**src/rtl/stec_pkg.sv**
```systemverilog
// Shared types and constants for the source text encoding checker.
`default_nettype none

package stec_pkg;

  // Default width of the line counter.
  localparam int LINE_BITS_DEF = 32;

  // Width of the reported line number field.
  localparam int LINE_OUT_BITS = 32;

  // Number of incident kinds that keep a first-seen flag.
  localparam int SEEN_BITS = 5;

  // Result slots that one input byte can fill.
  localparam int RES_SLOTS = 3;

  // Byte codes and the control-character limit.
  localparam logic [7:0] CH_TAB  = 8'h09;
  localparam logic [7:0] CH_LF   = 8'h0A;
  localparam logic [7:0] CH_CR   = 8'h0D;
  localparam logic [7:0] CH_CTRL_LIMIT = 8'h20;

  // Parser state.
  typedef enum logic [2:0] {
    ST_NORMAL = 3'd0,
    ST_BOL    = 3'd1,
    ST_CR     = 3'd2,
    ST_EXP3   = 3'd3,
    ST_EXP2   = 3'd4,
    ST_EXP1   = 3'd5
  } pst_t;

  // Incident kinds as reported on the output.
  typedef enum logic [2:0] {
    K_TAB   = 3'd0,
    K_CRLF  = 3'd1,
    K_CR    = 3'd2,
    K_CTRL  = 3'd3,
    K_BADMB = 3'd4,
    K_NOEOL = 3'd5,
    K_CLEAN = 3'd6
  } kind_t;

  // One result item without its end-of-run marker.
  typedef struct packed {
    kind_t                     kind;
    logic [LINE_OUT_BITS-1:0]  line;
    logic                      first;
  } result_t;

  // One-hot mask for a kind that keeps a first-seen flag.
  function automatic logic [SEEN_BITS-1:0] kind_mask(input kind_t kind);
    return SEEN_BITS'(1) << kind;
  endfunction

endpackage

`default_nettype wire

```
**src/rtl/source_text_encoding_checker_core.sv**
```systemverilog
// Top level of the source text encoding checker: input register, parser state, result buffer.
//
//   channel  direction  tdata                           tuser              tlast
//   s_*      in         [7:0] data_byte                 -                  end_of_file
//   m_*      out        [31:0] line_number, [32] first  [2:0] incident_kind last_of_run
//
// A byte is held in the input register, then is parsed combinationally into
// a buffer of up to three results, from which its results are offered in order.
// Bytes with at most one result stream at one per cycle while the output is not stalled;
// a byte with more results holds the output for each of them, while the next byte
// waits in the input register and the input stalls until its last result drains.
// rst is synchronous and returns the parser to the beginning of a line, line count zero.
// Stalls on the output back up through the result buffer into the input register.
`default_nettype none

module source_text_encoding_checker_core #(
  parameter int LINE_BITS = stec_pkg::LINE_BITS_DEF
) (
  input  logic        clk,
  input  logic        rst,
  input  logic        s_tvalid,
  output logic        s_tready,
  input  logic [7:0]  s_tdata,   // [7:0] data_byte
  input  logic        s_tlast,   // end_of_file
  output logic        m_tvalid,
  input  logic        m_tready,
  output logic [39:0] m_tdata,   // [31:0] line_number, [32] first_of_kind, [39:33] zero
  output logic [2:0]  m_tuser,   // [2:0] incident_kind
  output logic        m_tlast    // last_of_run
);
  import stec_pkg::*;

  // Input register.
  logic       in_full;
  logic [7:0] in_byte;
  logic       in_eof;

  // Parser state.
  pst_t                 pst, pst_next;
  logic [LINE_BITS-1:0] line_cnt, line_cnt_next;
  logic [SEEN_BITS-1:0] seen, seen_next;

  // Result buffer.
  result_t    res_buf [RES_SLOTS];
  logic [1:0] res_cnt;
  logic [1:0] res_idx;
  result_t    step_res [RES_SLOTS];
  logic [1:0] step_cnt;
  result_t    head;

  logic drain, buf_free, load, take;

  stec_step #(
    .LINE_BITS(LINE_BITS)
  ) u_step (
    .pst           (pst),
    .line_cnt      (line_cnt),
    .seen          (seen),
    .data_byte     (in_byte),
    .end_of_file   (in_eof),
    .pst_next      (pst_next),
    .line_cnt_next (line_cnt_next),
    .seen_next     (seen_next),
    .res_cnt       (step_cnt),
    .res           (step_res)
  );

  // Handshake control.
  assign drain    = m_tvalid && m_tready;
  assign buf_free = (res_cnt == 2'd0) || ((res_cnt == 2'd1) && drain);
  assign load     = in_full && buf_free;
  assign s_tready = !in_full || load;
  assign take     = s_tvalid && s_tready;

  // Output beat from the head of the result buffer.
  assign head     = res_buf[res_idx];
  assign m_tvalid = (res_cnt != 2'd0);
  assign m_tdata  = {7'd0, head.first, head.line};
  assign m_tuser  = head.kind;
  assign m_tlast  = (res_cnt == 2'd1);

  // Control and parser state registers.
  always_ff @(posedge clk) begin
    if (rst) begin
      in_full  <= 1'b0;
      res_cnt  <= 2'd0;
      res_idx  <= 2'd0;
      pst      <= ST_BOL;
      line_cnt <= '0;
      seen     <= '0;
    end else begin
      if (take) begin
        in_full <= 1'b1;
      end else if (load) begin
        in_full <= 1'b0;
      end
      if (load) begin
        res_cnt  <= step_cnt;
        res_idx  <= 2'd0;
        pst      <= pst_next;
        line_cnt <= line_cnt_next;
        seen     <= seen_next;
      end else if (drain) begin
        res_cnt <= res_cnt - 2'd1;
        res_idx <= res_idx + 2'd1;
      end
    end
  end

  // Payload registers.
  always_ff @(posedge clk) begin
    if (take) begin
      in_byte <= s_tdata;
      in_eof  <= s_tlast;
    end
    if (load) begin
      res_buf <= step_res;
    end
  end

`ifndef SYNTHESIS
  // A parsed end-of-file byte leaves the parser in its reset state.
  a_eof_resets: assert property (@(posedge clk) disable iff (rst)
    load && in_eof |=> (pst == ST_BOL) && (line_cnt == '0) && (seen == '0))
    else $error("parser state not cleared after end of file");

  // End-of-file results always close their run.
  a_eof_last: assert property (@(posedge clk) disable iff (rst)
    m_tvalid && (m_tuser == K_NOEOL || m_tuser == K_CLEAN) |-> m_tlast)
    else $error("end-of-file result not last of run");

  // The buffer read position never runs past its depth.
  a_buf_bound: assert property (@(posedge clk) disable iff (rst)
    ({1'b0, res_idx} + {1'b0, res_cnt}) <= 3'd3)
    else $error("result buffer overrun");

  // Line numbers do not decrease within one run.
  a_line_order: assert property (@(posedge clk) disable iff (rst)
    drain && !m_tlast |=> m_tvalid && (m_tdata[31:0] >= $past(m_tdata[31:0])))
    else $error("line number decreased within a run");
`endif

endmodule

`default_nettype wire

```
**src/rtl/stec_step.sv**
```systemverilog
// Combinational parser step: one byte against the current state.
`default_nettype none

module stec_step #(
  parameter int LINE_BITS = stec_pkg::LINE_BITS_DEF
) (
  input  stec_pkg::pst_t                     pst,
  input  logic [LINE_BITS-1:0]               line_cnt,
  input  logic [stec_pkg::SEEN_BITS-1:0]     seen,
  input  logic [7:0]                         data_byte,
  input  logic                               end_of_file,
  output stec_pkg::pst_t                     pst_next,
  output logic [LINE_BITS-1:0]               line_cnt_next,
  output logic [stec_pkg::SEEN_BITS-1:0]     seen_next,
  output logic [1:0]                         res_cnt,
  output stec_pkg::result_t                  res [stec_pkg::RES_SLOTS]
);
  import stec_pkg::*;

  localparam logic [LINE_BITS-1:0] LINE_MAX = '1;
  localparam int WIDE = (LINE_BITS > LINE_OUT_BITS) ? LINE_BITS : LINE_OUT_BITS;

  // Saturating increment of the line counter.
  function automatic logic [LINE_BITS-1:0] sat_inc(input logic [LINE_BITS-1:0] v);
    return (v == LINE_MAX) ? v : v + LINE_BITS'(1);
  endfunction

  // One-based line number, clamped to the output field.
  function automatic logic [LINE_OUT_BITS-1:0] report(input logic [LINE_BITS-1:0] v);
    logic [WIDE-1:0] w;
    w = WIDE'(sat_inc(v));
    if (w > WIDE'({LINE_OUT_BITS{1'b1}})) begin
      return '1;
    end
    return w[LINE_OUT_BITS-1:0];
  endfunction

  logic is_lf, is_cr, is_tab, trailer, lead4, lead3, lead2, is_ctrl;
  logic a_valid, b_valid, do_plain;
  kind_t a_kind, b_kind, c_kind;
  pst_t pst_a, pst_b;
  logic [LINE_BITS-1:0] cnt_a, cnt_b;
  result_t r_a, r_b, r_c;

  // Byte class decode.
  assign is_lf   = (data_byte == CH_LF);
  assign is_cr   = (data_byte == CH_CR);
  assign is_tab  = (data_byte == CH_TAB);
  assign trailer = (data_byte[7:6] == 2'b10);
  assign lead4   = (data_byte[7:3] == 5'b11110);
  assign lead3   = (data_byte[7:4] == 4'b1110);
  assign lead2   = (data_byte[7:5] == 3'b110);
  assign is_ctrl = (data_byte < CH_CTRL_LIMIT);

  // State carried over from a CR or an open multibyte sequence.
  always_comb begin
    a_valid  = 1'b0;
    a_kind   = K_BADMB;
    do_plain = 1'b0;
    pst_a    = pst;
    cnt_a    = line_cnt;
    case (pst)
      ST_CR: begin
        a_valid  = 1'b1;
        a_kind   = is_lf ? K_CRLF : K_CR;
        cnt_a    = sat_inc(line_cnt);
        pst_a    = ST_BOL;
        do_plain = !is_lf;
      end
      ST_EXP3, ST_EXP2, ST_EXP1: begin
        if (trailer) begin
          case (pst)
            ST_EXP3: pst_a = ST_EXP2;
            ST_EXP2: pst_a = ST_EXP1;
            default: pst_a = ST_NORMAL;
          endcase
        end else begin
          a_valid = 1'b1;
          a_kind  = K_BADMB;
          pst_a   = ST_NORMAL;
        end
      end
      default: begin
        do_plain = 1'b1;
      end
    endcase
  end

  // Examination of a byte at the beginning of a line or mid-line.
  always_comb begin
    b_valid = 1'b0;
    b_kind  = K_TAB;
    pst_b   = pst_a;
    cnt_b   = cnt_a;
    if (do_plain) begin
      pst_b = ST_NORMAL;
      if (is_lf) begin
        cnt_b = sat_inc(cnt_a);
        pst_b = ST_BOL;
      end else if (is_cr) begin
        pst_b = ST_CR;
      end else if (is_tab) begin
        b_valid = 1'b1;
        b_kind  = K_TAB;
      end else if (lead4) begin
        pst_b = ST_EXP3;
      end else if (lead3) begin
        pst_b = ST_EXP2;
      end else if (lead2) begin
        pst_b = ST_EXP1;
      end else if (trailer) begin
        b_valid = 1'b1;
        b_kind  = K_BADMB;
      end else if (is_ctrl) begin
        b_valid = 1'b1;
        b_kind  = K_CTRL;
      end
    end
  end

  assign c_kind = (pst_b != ST_BOL) ? K_NOEOL : K_CLEAN;

  // Next state; end of file returns everything to its reset values.
  always_comb begin
    if (end_of_file) begin
      pst_next      = ST_BOL;
      line_cnt_next = '0;
      seen_next     = '0;
    end else begin
      pst_next      = pst_b;
      line_cnt_next = cnt_b;
      seen_next     = seen | (a_valid ? kind_mask(a_kind) : '0)
                           | (b_valid ? kind_mask(b_kind) : '0);
    end
  end

  // Result items in emission order, packed toward slot zero.
  always_comb begin
    r_a.kind  = a_kind;
    r_a.line  = report(line_cnt);
    r_a.first = ((seen & kind_mask(a_kind)) == '0);
    r_b.kind  = b_kind;
    r_b.line  = report(cnt_a);
    r_b.first = ((seen & kind_mask(b_kind)) == '0);
    r_c.kind  = c_kind;
    r_c.line  = report(cnt_b);
    r_c.first = 1'b1;
    res_cnt   = {1'b0, a_valid} + {1'b0, b_valid} + {1'b0, end_of_file};
    if (a_valid) begin
      res[0] = r_a;
      res[1] = b_valid ? r_b : r_c;
      res[2] = r_c;
    end else begin
      res[0] = b_valid ? r_b : r_c;
      res[1] = r_c;
      res[2] = r_c;
    end
  end

endmodule

`default_nettype wire
```
**config.mk**
```make
export PLATFORM = sky130hd
export DESIGN_NAME = source_text_encoding_checker_core
export DESIGN_NICKNAME = d
export VERILOG_FILES = /design/src/rtl/stec_pkg.sv /design/src/rtl/source_text_encoding_checker_core.sv /design/src/rtl/stec_step.sv
export SDC_FILE = /design/constraint.sdc
export NUM_CORES = 1
export LEC_CHECK = 0
export BUFFER_PORTS_ARGS = -buffer_cell sky130_fd_sc_hd__buf_4
export CORE_MARGIN = 8
export CORE_UTILIZATION = 30
export DETAILED_ROUTE_END_ITERATION = 12
export PLACE_DENSITY_LB_ADDON = 0.3
export SLEW_MARGIN = 15
export SYNTH_ARGS = -nofsm -noshare
export SYNTH_HDL_FRONTEND = slang
export SYNTH_SLANG_ARGS = --single-unit
```
**constraint.sdc**
```tcl
create_clock -name clk -period 9.37 [get_ports clk]
set_clock_uncertainty 0.1 [all_clocks]
set_input_delay 1.874 -clock clk [delete_from_list [all_inputs] [get_ports clk]]
set_output_delay 1.874 -clock clk [all_outputs]
set_load 0.005 [all_outputs]
```
======== Yosys cells after proc, flatten, opt, wreduce, memory -nomap -nowiden ========
Index checks and enable logic that the tools add are counted.
storage, ports and cells
  bits in registers ....................... 162
  output and inout bits ................... 46
  logic and storage cells ................. 131
operators by class
  add/subtract/negate cells ............... 7
  $lt $le $gt $ge ......................... 5
  eq/ne operators ......................... 16
  shift operators ......................... 2
  mux-type cells .......................... 63
  bitwise gates (word level) .............. 5
  reductions and logical operators ........ 16
operators by type and width
  kind                                                   count
  two-way mux 32 bit                                     13
  two-way mux 108 bit                                    1
  two-way mux 36 bit                                     3
  adder 32 x 1 -> 32 bit, second input constant          3
  == test 32 bit, second input constant                  3
  greater-than comparator 32 bit, second input constant  3
  binary-select mux 36 bit (select 2 bit)                1
  two-way mux 3 bit                                      18
  == test 8 x 4 -> 1 bit, second input constant          3
  two-way mux 1 bit                                      15
  two-way mux 5 bit                                      3
  case mux 3 bit (2 select lines)                        2
  bitwise AND 5 bit                                      2
  logical NOT 5 bit                                      2
  two-way mux 2 bit                                      5
  bitwise OR 5 bit                                       2
  left shift 1 x 3 -> 5 bit, first input constant        2
  == test 3 bit, second input constant                   3
  < comparator 8 x 6 -> 1 bit, second input constant     1
  == test 3 x 2 -> 1 bit, second input constant          2
  nonzero test 2 bit                                     3
  == test 5 bit, second input constant                   1
  == test 4 bit, second input constant                   1
  logical AND 1 bit                                      4
  15 further kinds                                       18

======== Logic depth before layout (Yosys ltp) ========
Gate-level depths: netlist (run 1).
  depth in word-level cells ............... 15
  mapped depth ............................ 32

======== Hierarchy ========
Synthesis (run 1) repeated with hierarchy kept, for this count alone.
second synthesis, totals
  cell total of the unflattened synthesis .. 1,428
  area total of the unflattened synthesis .. 12,266.8 µm²
by module, submodules not included
  module                             instances  cells an instance  area an instance (µm²)  seq. area each (µm²)
  source_text_encoding_checker_core  1          461                6,135.9                 4,414.2
  stec_step                          1          967                6,130.9                 0.0

======== Worst setup path after synthesis (run 1) ========
OpenSTA, ideal clock, no wires.
  kind .................................... flip-flop to flip-flop
  from .................................... reg line_cnt[1]
  to ...................................... reg res_buf[79] (netlist bit), data pin
  setup time .............................. 0.268 ns
  arrival ................................. 6.566 ns
  setup slack ............................. 2.437 ns
  stages on the path, launching flop included .. 30
  clock period less this slack ............ 6.933 ns
  path through ............................ dfxtp_1 ha_1 nand4_2 nor4_2 and3_4 buf_6 buf_4 buf_4 nor2_1 xnor2_1 inv_1 ha_1 o2111a_1 or2_2 clkbuf_1 and3_1 clkbuf_1 a41oi_4 clkbuf_1 xnor2_1 ha_1 o211ai_1 nor2_1 or4b_4 or4_1 buf_2 buf_6 and4_1 o31ai_1 o21ai_1
RTL lines
  item                    RTL line                                  source
  from (decl)             source_text_encoding_checker_core.sv:40   logic [LINE_BITS-1:0] line_cnt, line_cnt_next;
  from (signal assigned)  source_text_encoding_checker_core.sv:101  line_cnt <= line_cnt_next;
  to (signal assigned)    source_text_encoding_checker_core.sv:117  res_buf <= step_res;
  to (decl)               source_text_encoding_checker_core.sv:44   result_t res_buf [RES_SLOTS];

==> key figures, run 1 <==
Route
  • ANT nets after route: 0
  • First-pass DRT Iterations: 5
  • DRC: 0
  • Final WL: 43600 µm
  • Vias: 11100
  • Initial DRC count: 1021
  • DR WL/cell: 22.4 µm
  • DR vias/cell: 5.71

Logic synthesis
  • Post-synth top area share: 28.7%
  • Most common cell in the netlist: nand2_1
  • Post-synth top area cell: edfxtp_1
  • Syn Inst Count: 1408
  • Synth cell types: 94
  • Synth Register Bits: 160
  • Seq/Total Area, Yosys: 36.2%
  • FFs w/ async S/R, synth: 0%
  • YS warnings: 0
  • Commonest cells in the netlist: 169 x nand2_1, 115 x edfxtp_1, 102 x o21ai_0
  • Syn_area_per_cell: 8.55 µm²
  • Mapped Area: 12000 µm²
  • Post-synth EDFFs: 115
  • Ys flop type: edfxtp_1
  • Synth area leaders: edfxtp_1 29%, dfxtp_1 7.5%, xnor2_1 5.7%

Clocking
  • Cts repair resizes: 0
  • H-Tree Depth: 4
  • Clk pin slew, worst setup/hold paths: 80 ps
  • CTS Sinks: 160
  • Clock root cell: clkbuf_16
  • Number of CTS-inserted buffers: 17
  • Worst-skew pair later-pin latency: 450 ps
  • Cts hold-fix bufs: 0
  • Clock Path Buffers: 2
  • Post-CTS Setup Bufs: 0
  • TritonCTS clock tree: built

Timing
  • Final setup viols: 0
  • Tcrit/Tclk final: 90.5%
  • Maximum clock frequency: 118 MHz
  • RSZ-0062 raised after global routing: false
  • Worst slew pin tran: 1110 ps
  • Hold Vio Cnt, Final: 0
  • Fin Setup TNS: 0 ps
  • Tmin final: 8480 ps
  • Relative slew slack: 25.7%
  • Final WS setup: 889 ps
  • Fin. max-slew vios: 0

Setup path
  • Slowest cell on crit path: or4_1
  • Top cell by count, worst path: ha_1
  • CP Cell Sequence: ha_1 -> nand4_2 -> nor4_2 -> and3_4 -> nor2_1 -> xnor2_1 -> inv_1 -> ha_1 -> nand2_1 -> nor3_1 -> or2_2 -> and3_1 -> a41oi_4 -> xnor2_1 -> ha_1 -> o211ai_1 -> nor2_1 -> or4b_4 -> or4_1 -> and3_1 -> xor2_1 -> mux2_2
  • Worst path max stage delay: 870 ps
  • CP max FO: 38
  • Data arrival, critical path: 8580 ps
  • Setup Crit Path Kind: register to register
  • CP startpoint: line_cnt[1]
  • Crit path capture type: register
  • Req. time, crit path: 9470 ps
  • RR Startpoint: line_cnt[1]
  • Startpoint types: register

Floorplanning
  • Starting Density: 30.4%
  • Die Wd: 216 µm
  • Ports: 59
  • Die area: 46800 µm²
  • Core area: 39600 µm²
  • FP Rows: 73
  • DIE HEIGHT: 216 µm

Power and ir drop
  • Leakage: 4.38 nW
  • Clock power frac: 38.8%
  • Switch share: 29.5%
  • PwrDens: 136 nW/µm²
  • Int Pwr: 0.00129 W
  • Total power: 0.00183 W
  • Sequential power share: 46.3%
  • NetSw: 0.000539 W
  • Gate power share: 14.8%
  • Maximum VDD drop: 0.000116 V

Finish
  • Fin util: 33.9%
  • Ant diodes: 0
  • Finished Cell Area: 13400 µm²
  • Proportion of layout cells with a drive suffix above 1: 13.0%
  • Net count, final: 1424
  • Area Overhead vs Synth: 11.7%

Place
  • Number of port buffers: 51
  • Placed Area: 12900 µm²
  • Pre-CTS WS: 1140 ps
  • Placer's final routability congestion estimate: 0.914
  • Post-DP HPWL: 32100 µm

Min path
  • Worst Hold Class: register to register
  • Hold_sp: seen[1]

Global routing
  • Initial antenna violation count: 1
  • First-pass GRT wire length: 65800 µm
  • Global-route usage over all layers: 18.1%
  • Pin count of the biggest net entering global routing: 74
  • Vias in the first global route: 10400
  • Remaining Overflow, GRT: 0

Flow run
  • Max cap viols: 0

Run status
  • Outcome: complete, no violations
==> flip-flops by register name (all words and copies together), names as in the netlist, 2 cells and up <==
name and count:
line_cnt 32, res_cnt 2, res_idx 2, seen 5, in_byte 8, res_buf 106, pst 3
==> worst max-delay path, delay by kind of cell, from the launching register on <==
| kind | cells | cell delay [ps] |
|---|---|---|
| simple gates | 12 | 4760 |
| fa+ha+maj | 3 | 1110 |
| xor+xnor | 3 | 850 |
| flops | 1 | 500 |
| compound gates | 2 | 490 |
| mux | 1 | 290 |
| buf+inv | 1 | 110 |
==> through the flow <==
stage          cells  hold slack (ps)
2_1_floorplan   1414              337
3_3_place_gp    1911              351
3_5_place_dp    1911              360
4_1_cts         1943              377
5_1_grt         1943              405
6_report        1943              374
==> cell usage in the layout (no fill, tap or decap), types with 19 or more instances in the layout <==
master,synthesis,final
buf_4,13,82
nand3_1,60,60
and3_1,19,19
a21oi_1,48,47
xor2_1,34,34
nand2_1,169,169
and2_1,29,29
nor2_1,97,94
a31oi_1,21,21
dfxtp_1,45,44
a22o_1,19,19
o21ai_0,102,102
xnor2_1,78,78
nor4_1,19,19
inv_1,33,32
nand4_1,35,35
or3_1,30,30
mux2i_1,47,47
edfxtp_1,115,115
nor3_1,43,42
==> cell families after synthesis <==
family / share of synthesized area (%)
AND/OR/NAND/NOR: 26.0
AO/OA/AOI/OAI: 18.1
flip-flops: 36.2
buffers and inverters: 5.39
XOR/XNOR: 8.28
multiplexers: 5.31
adder cells (fa/ha/maj): 0.686
other: 0.0311
==> area by class of cell <==
type | count | area (µm²)
repair buffers | 82 | 616
fillers | 4118 | 26200
well taps | 525 | 657
multi-input cells | 1109 | 7100
inverters | 35 | 134
clock buffers | 17 | 425
clock inverters | 15 | 160
flip-flops and latches | 160 | 4360
==> final timing paths <==
path | to | slack, ps | cells after the start
worst max-delay path | res_buf[55] | 890 | 22
worst min-delay path | seen[1] | 370 | 2
worst max register to register | res_buf[55] | 890 | 22
worst min register to register | seen[1] | 370 | 2
==> metal layers <==
metal	up-vias	wire length, µm	part of all wire (%)	global-route usage (%)
li1	5184	-	-	-
met1	5349	19600	45	24.9
met2	490	19700	45	28.4
met3	66	3200	7.4	3.12
met4	2	1120	2.6	6.42
met5	-	13	0.030	0
==> power groups by stage <==
stage          clock [W]  combinational, W  sequential, W
2_1_floorplan          0          0.000145       0.000864
3_3_place_gp           0          0.000274       0.000861
3_5_place_dp           0          0.000277       0.000863
4_1_cts         0.000719          0.000277       0.000847
5_1_grt         0.000744          0.000299       0.000852
6_report        0.000709          0.000271       0.000846
Power figures use the tool's default switching activity.
==> run 2, diff against run 1 <==
==> constraint.sdc (replaced) <==
create_clock -name clk -period 10.9 [get_ports clk]
set_clock_uncertainty 0.1 [all_clocks]
set_input_delay 2.18 -clock clk [delete_from_list [all_inputs] [get_ports clk]]
set_output_delay 2.18 -clock clk [all_outputs]
set_load 0.005 [all_outputs]
==> run 2 against run 1 <==
Routed wire length fell by 1.6%. Combinational power fell by 14%. Core utilization shrank 0.054 points. Sequential share of layout area grew 0.051 points. Die area did not move. Register-to-register slack better by 1300 ps. Flip-flop and latch count unchanged. Critical path depth increased by 1.
==> key figures, run 2 (same netlist as run 1, synthesis figures left out) <==
Setup path
  • Startpoint types: register
  • Top cell by count, worst path: ha_1
  • Slowest cell on crit path: or4_1
  • CP Cell Sequence: ha_1 -> nand4_2 -> nor4_2 -> and3_4 -> nor2_1 -> xnor2_1 -> inv_1 -> ha_1 -> nand2_1 -> nor3_1 -> or2_2 -> and3_1 -> a41oi_4 -> xnor2_1 -> ha_1 -> o211ai_1 -> nor2_1 -> buf_4 -> or4b_4 -> or4_1 -> and3_1 -> xor2_1 -> mux2_2
  • Setup Crit Path Kind: register to register
  • Crit path capture type: register
  • CP startpoint: line_cnt[0]
  • Worst path top cell family by delay: simple AND/OR/NAND/NOR gates
  • RR Startpoint: line_cnt[0]
  • Buf/Inv on CP: 2 (+1)
  • Data arrival, critical path: 8800 ps (+220 ps)
  • Req. time, crit path: 10990 ps (+1520 ps)
  • Worst path max stage delay: 900 ps (+30 ps)
  • CP max FO: 38 (unchanged)

Floorplanning
  • FP Rows: 73 (unchanged)
  • Core area: 39600 µm² (unchanged)
  • Starting Density: 30.4% (unchanged)
  • DIE HEIGHT: 216 µm (unchanged)
  • Die Wd: 216 µm (unchanged)
  • Ports: 59 (unchanged)
  • Die area: 46800 µm² (unchanged)

Global routing
  • Initial antenna violation count: 0 (-1)
  • Remaining Overflow, GRT: 0 (unchanged)
  • Pin count of the biggest net entering global routing: 74 (unchanged)
  • First-pass GRT wire length: 64800 µm (-1.6%)
  • Global-route usage over all layers: 17.8% (-0.30 points)
  • Vias in the first global route: 10300 (-1.2%)

Finish
  • Proportion of layout cells with a drive suffix above 1: 12.5% (-0.51 points)
  • Most common cell after layout, fill and taps aside: nand2_1
  • Net count, final: 1418 (-0.42%)
  • Most frequent cells in the layout: 169 x nand2_1, 115 x edfxtp_1, 102 x o21ai_0
  • Max reg flops: 106 (unchanged)
  • Register bank with the most flops: res_buf
  • Ant diodes: 0 (unchanged)
  • Area Overhead vs Synth: 11.5%
  • Largest regs: res_buf: 106 flops, line_cnt: 32 flops, in_byte: 8 flops
  • Fin util: 33.9% (-0.054 points)

Timing
  • Hold Vio Cnt, Final: 0 (unchanged)
  • Tmin final: 8710 ps (+224 ps)
  • Fin Setup TNS: 0 ps (unchanged)
  • Final setup viols: 0 (unchanged)
  • Final WS setup: 2190 ps (+1310 ps)
  • Tcrit/Tclk final: 79.9% (-11 points)
  • RSZ-0062 raised after global routing: false
  • Worst slew pin tran: 1220 ps (+110 ps)
  • Fin. max-slew vios: 0 (unchanged)
  • Relative slew slack: 18.5% (-7.2 points)
  • Maximum clock frequency: 115 MHz (-2.6%)

Route
  • ANT nets after route: 0 (unchanged)
  • Final WL: 42900 µm (-1.6%)
  • First-pass DRT Iterations: 5 (unchanged)
  • DRC: 0 (unchanged)
  • DR WL/cell: 22.1 µm (-1.3%)
  • Vias: 11100 (-0.018%)
  • DR vias/cell: 5.72 (+0.29%)
  • Initial DRC count: 922 (-9.7%)

Place
  • Post-DP HPWL: 31500 µm (-1.8%)
  • Number of port buffers: 51 (unchanged)
  • Placer's final routability congestion estimate: 0.920 (+0.62%)
  • Pre-CTS WS: 2450 ps (+1310 ps)

Power and ir drop
  • Int Pwr: 0.00116 W (-9.6%)
  • Maximum VDD drop: 0.000108 V (-7.0%)
  • Clock power frac: 40.0% (+1.2 points)
  • Gate power share: 14.5% (-0.3 points)
  • Total power: 0.00160 W (-12%)
  • Switch share: 27.3% (-2.2 points)
  • Sequential power share: 45.5% (-0.8 points)
  • NetSw: 0.000436 W (-19%)
  • PwrDens: 119 nW/µm² (-12%)
  • Leakage: 4.35 nW (-0.54%)

Clocking
  • Clk pin slew, worst setup/hold paths: 70 ps (about the same)
  • Number of CTS-inserted buffers: 17 (unchanged)
  • TritonCTS clock tree: built
  • CTS Sinks: 160 (unchanged)
  • Clock root cell: clkbuf_16
  • Cts repair resizes: 0 (unchanged)
  • Clock Path Buffers: 2 (unchanged)
  • Cts hold-fix bufs: 0 (unchanged)
  • Worst-skew pair later-pin latency: 440 ps (about the same)
  • H-Tree Depth: 4 (unchanged)
  • Post-CTS Setup Bufs: 0 (unchanged)

Min path
  • Hold_sp: seen[2]
  • Worst Hold Class: register to register

Run status
  • Outcome: complete, no violations

Flow run
  • Max cap viols: 0 (unchanged)
==> run 2: path summary, 6_finish.rpt <==
check	end	slack, ps	cells past startpoint
max reg2reg	res_buf[55]	2190	23
min reg2reg	seen[2]	380	2
min	seen[2]	380	2
max	res_buf[55]	2190	23
==> run 2: stage by stage <==
step | area (µm²) | hold WS, ps | std cells
after floorplan | 12100 | 337 | 1414
after global placement | 12800 | 349 | 1905
after detailed placement | 12800 | 362 | 1905
after CTS | 13400 | 379 | 1937
after global routing | 13400 | 401 | 1937
final | 13400 | 379 | 1937
==> run 2: worst register-to-register path, cell delays in order, from the launching register on <==
cell,delay [ps]
dfxtp_1,520
ha_1,490
nand4_2,340
nor4_2,510
and3_4,560
nor2_1,290
xnor2_1,270
inv_1,100
ha_1,280
nand2_1,80
nor3_1,230
or2_2,240
and3_1,580
a41oi_4,210
xnor2_1,420
ha_1,400
o211ai_1,200
nor2_1,130
buf_4,220
or4b_4,540
or4_1,900
and3_1,410
xor2_1,160
mux2_2,280
==> run 2: metal layers <==
| layer | vias to the layer above | part of all wire, % | GRT usage, % |
|---|---|---|---|
| li1 | 5193 | - | - |
| met1 | 5358 | 45 | 24.4 |
| met2 | 452 | 45 | 27.8 |
| met3 | 86 | 6.9 | 3.29 |
| met4 | 0 | 3.1 | 6.58 |
| met5 | - | 0 | 0 |
==> run 2: power groups by stage <==
stage | registers, W | clock network [W] | logic (W)
2_1_floorplan | 0.000743 | 0 | 0.000125
3_3_place_gp | 0.000740 | 0 | 0.000234
3_5_place_dp | 0.000742 | 0 | 0.000237
4_1_cts | 0.000729 | 0.000649 | 0.000238
5_1_grt | 0.000734 | 0.000672 | 0.000255
6_report | 0.000728 | 0.000641 | 0.000232
==> run 2: area by class of cell <==
class,instances,area [µm²]
fillers,4164,26200
repair buffers,76,571
multi-input cells,1109,7100
clock buffers,18,429
clock inverters,14,180
inverters,35,134
well taps,525,657
flip-flops and latches,160,4360
==> run 3, diff against run 2 <==
==> constraint.sdc (replaced) <==
create_clock -name clk -period 7.5 [get_ports clk]
set_clock_uncertainty 0.1 [all_clocks]
set_input_delay 1.5 -clock clk [delete_from_list [all_inputs] [get_ports clk]]
set_output_delay 1.5 -clock clk [all_outputs]
set_load 0.005 [all_outputs]
==> run 3 against run 2 <==
Clock-buffer cell count down 1. Die area unchanged. Global-route usage up 0.98 points. Combinational power up 43%. Flip-flop and latch count unchanged. Cell count up 2.3%. Largest cell class unchanged. Critical path type unchanged. Final area up 2.4%. Register-to-register slack worse by 1600 ps. Sequential power up 46%. Fmax up 27%. Routed wire length up 5.1%. Setup slack worse by 1600 ps.
==> key figures, run 3 (same netlist as run 1, synthesis figures left out) <==
Finish
  • Most common cell after layout, fill and taps aside: nand2_1
  • Proportion of layout cells with a drive suffix above 1: 15.2% (+2.7 points)
  • Multi-input gate area: 7100 µm² (unchanged)
  • Register bank with the most flops: res_buf
  • Largest regs: res_buf: 106 flops, line_cnt: 32 flops, in_byte: 8 flops
  • Area Overhead vs Synth: 14.2%
  • Reg area: 4360 µm² (unchanged)
  • Fin util: 34.7% (+0.81 points)
  • Most frequent cells in the layout: 169 x nand2_1, 120 x buf_4, 115 x edfxtp_1
  • Max reg flops: 106 (unchanged)
  • Fillers: 4072 (-2.2%)
  • Finished Cell Area: 13700 µm² (+2.4%)
  • Ant diodes: 0 (unchanged)
  • Net count, final: 1462 (+3.1%)

Floorplanning
  • DIE HEIGHT: 216 µm (unchanged)
  • Die Wd: 216 µm (unchanged)
  • Ports: 59 (unchanged)
  • FP Rows: 73 (unchanged)
  • Core area: 39600 µm² (unchanged)
  • Starting Density: 30.4% (unchanged)
  • Die area: 46800 µm² (unchanged)

Timing
  • Tmin final: 6860 ps (-1850 ps)
  • Relative slew slack: 36.4% (+18 points)
  • RSZ-0062 raised after global routing: false
  • Fin. max-slew vios: 0 (unchanged)
  • Fin Setup TNS: 0 ps (unchanged)
  • Tcrit/Tclk final: 91.4% (+12 points)
  • Hold Vio Cnt, Final: 0 (unchanged)
  • Final WS setup: 642 ps (-1550 ps)
  • Worst slew pin tran: 954 ps (-267 ps)
  • Maximum clock frequency: 146 MHz (+27%)
  • Final setup viols: 0 (unchanged)

Global routing
  • Pin count of the biggest net entering global routing: 72 (-2.7%)
  • Initial antenna violation count: 1 (+1)
  • Remaining Overflow, GRT: 0 (unchanged)
  • Vias in the first global route: 10400 (+1.6%)
  • First-pass GRT wire length: 67500 µm (+4.2%)
  • Global-route usage over all layers: 18.8% (+0.98 points)

Setup path
  • Crit path capture type: register
  • CP max FO: 10 (-74%)
  • CP Cell Sequence: ha_1 -> nand4_2 -> nor4_2 -> and3_4 -> nor2_1 -> mux2i_1 -> inv_1 -> ha_1 -> nand2_1 -> nor3_1 -> or2_2 -> nand3_1 -> buf_4 -> nor4_4 -> or3_1 -> nand3_2 -> or4b_4 -> or4_1 -> buf_4 -> and4_1 -> o31ai_1 -> o21ai_1
  • Data arrival, critical path: 6950 ps (-1850 ps)
  • Startpoint types: register
  • Worst path max stage delay: 660 ps (-240 ps)
  • Slowest cell on crit path: or4_1
  • Buf/Inv on CP: 3 (+1)
  • Req. time, crit path: 7590 ps (-3400 ps)
  • Setup Crit Path Kind: register to register
  • Worst path top cell family by delay: simple AND/OR/NAND/NOR gates

Place
  • Placer's final routability congestion estimate: 0.983 (+6.9%)
  • Placed Area: 13100 µm² (+2.6%)
  • Number of port buffers: 51 (unchanged)
  • Post-DP HPWL: 34500 µm (+9.3%)
  • Pre-CTS WS: 764 ps (-1690 ps)

Power and ir drop
  • PwrDens: 167 nW/µm² (+40%)
  • Maximum VDD drop: 0.000157 V (+46%)
  • Leakage: 4.57 nW (+5.1%)
  • Total power: 0.00230 W (+44%)

Min path
  • Worst Hold Class: register to register

Route
  • Initial DRC count: 1023 (+11%)
  • DR WL/cell: 22.8 µm (+2.8%)
  • ANT nets after route: 0 (unchanged)
  • Vias: 11300 (+2.0%)
  • DR vias/cell: 5.71 (-0.29%)
  • Final WL: 45100 µm (+5.1%)
  • First-pass DRT Iterations: 5 (unchanged)
  • DRC: 0 (unchanged)

Run status
  • Outcome: complete, no violations

Clocking
  • Clk pin slew, worst setup/hold paths: 70 ps (about the same)
  • Post-CTS Setup Bufs: 0 (unchanged)
  • H-Tree Depth: 4 (unchanged)
  • Number of CTS-inserted buffers: 17 (unchanged)
  • Clock Path Buffers: 2 (unchanged)
  • CTS Sinks: 160 (unchanged)
  • TritonCTS clock tree: built
  • Cts hold-fix bufs: 0 (unchanged)
  • Clock root cell: clkbuf_16
  • Worst-skew pair later-pin latency: 460 ps (+20 ps)
  • Cts repair resizes: 0 (unchanged)

Flow run
  • Max cap viols: 0 (unchanged)
## run 3: cell types whose count changed in the layout (fill, tap and decap cells not counted)
cell        change
buf_4          +44
clkinv_8        +1
clkbuf_1        -1
clkinv_4        +2
clkinvlp_4      -1
bufinv_16       -1
## run 3: area by class of cell
| class | count | share of cell area (%) |
|---|---|---|
| well taps | 525 | 4.78 |
| multi-input cells | 1109 | 51.6 |
| inverters | 35 | 0.974 |
| clock buffers | 17 | 3.09 |
| repair buffers | 120 | 6.55 |
| flip-flops and latches | 160 | 31.7 |
| clock inverters | 15 | 1.28 |
## run 3: per-layer routing
layer	GRT usage, %	vias to the layer above	wire length [µm]	share of wire, %
met5	0	-	13	0.029
met4	6.00	2	1070	2.4
met1	26.0	5433	20700	46
met3	3.86	74	3240	7.2
li1	-	5285	-	-
met2	29.1	514	20100	45
## run 3: worst paths after layout
path	start	endpoint	slack, ps	depth (start not counted)
min	seen[1]	seen[1]	370	2
max reg2reg	line_cnt[0]	res_buf[79]	640	22
max	line_cnt[0]	res_buf[79]	640	22
min reg2reg	seen[1]	seen[1]	370	2
## run 3: per-stage QoR
step / std cells / hold slack, ps
after detailed placement: 1949 / 367
after CTS: 1981 / 379
after global routing: 1981 / 407
after global placement: 1949 / 348
after floorplan: 1414 / 337
final: 1981 / 374
## run 3: power breakdown
part | switching [W] | internal [W]
clock network | 0.000410 | 0.000500
logic | 0.000205 | 0.000126
registers | 0.0000233 | 0.00103
total | 0.000638 | 0.00166
## run 3: worst register-to-register path: cells and delay by family (launching register included)
kind	cells	cell delay, ps
simple gates	14	4350
buf+inv	3	570
fa+ha+maj	2	540
flops	1	520
compound gates	2	340
mux	1	190
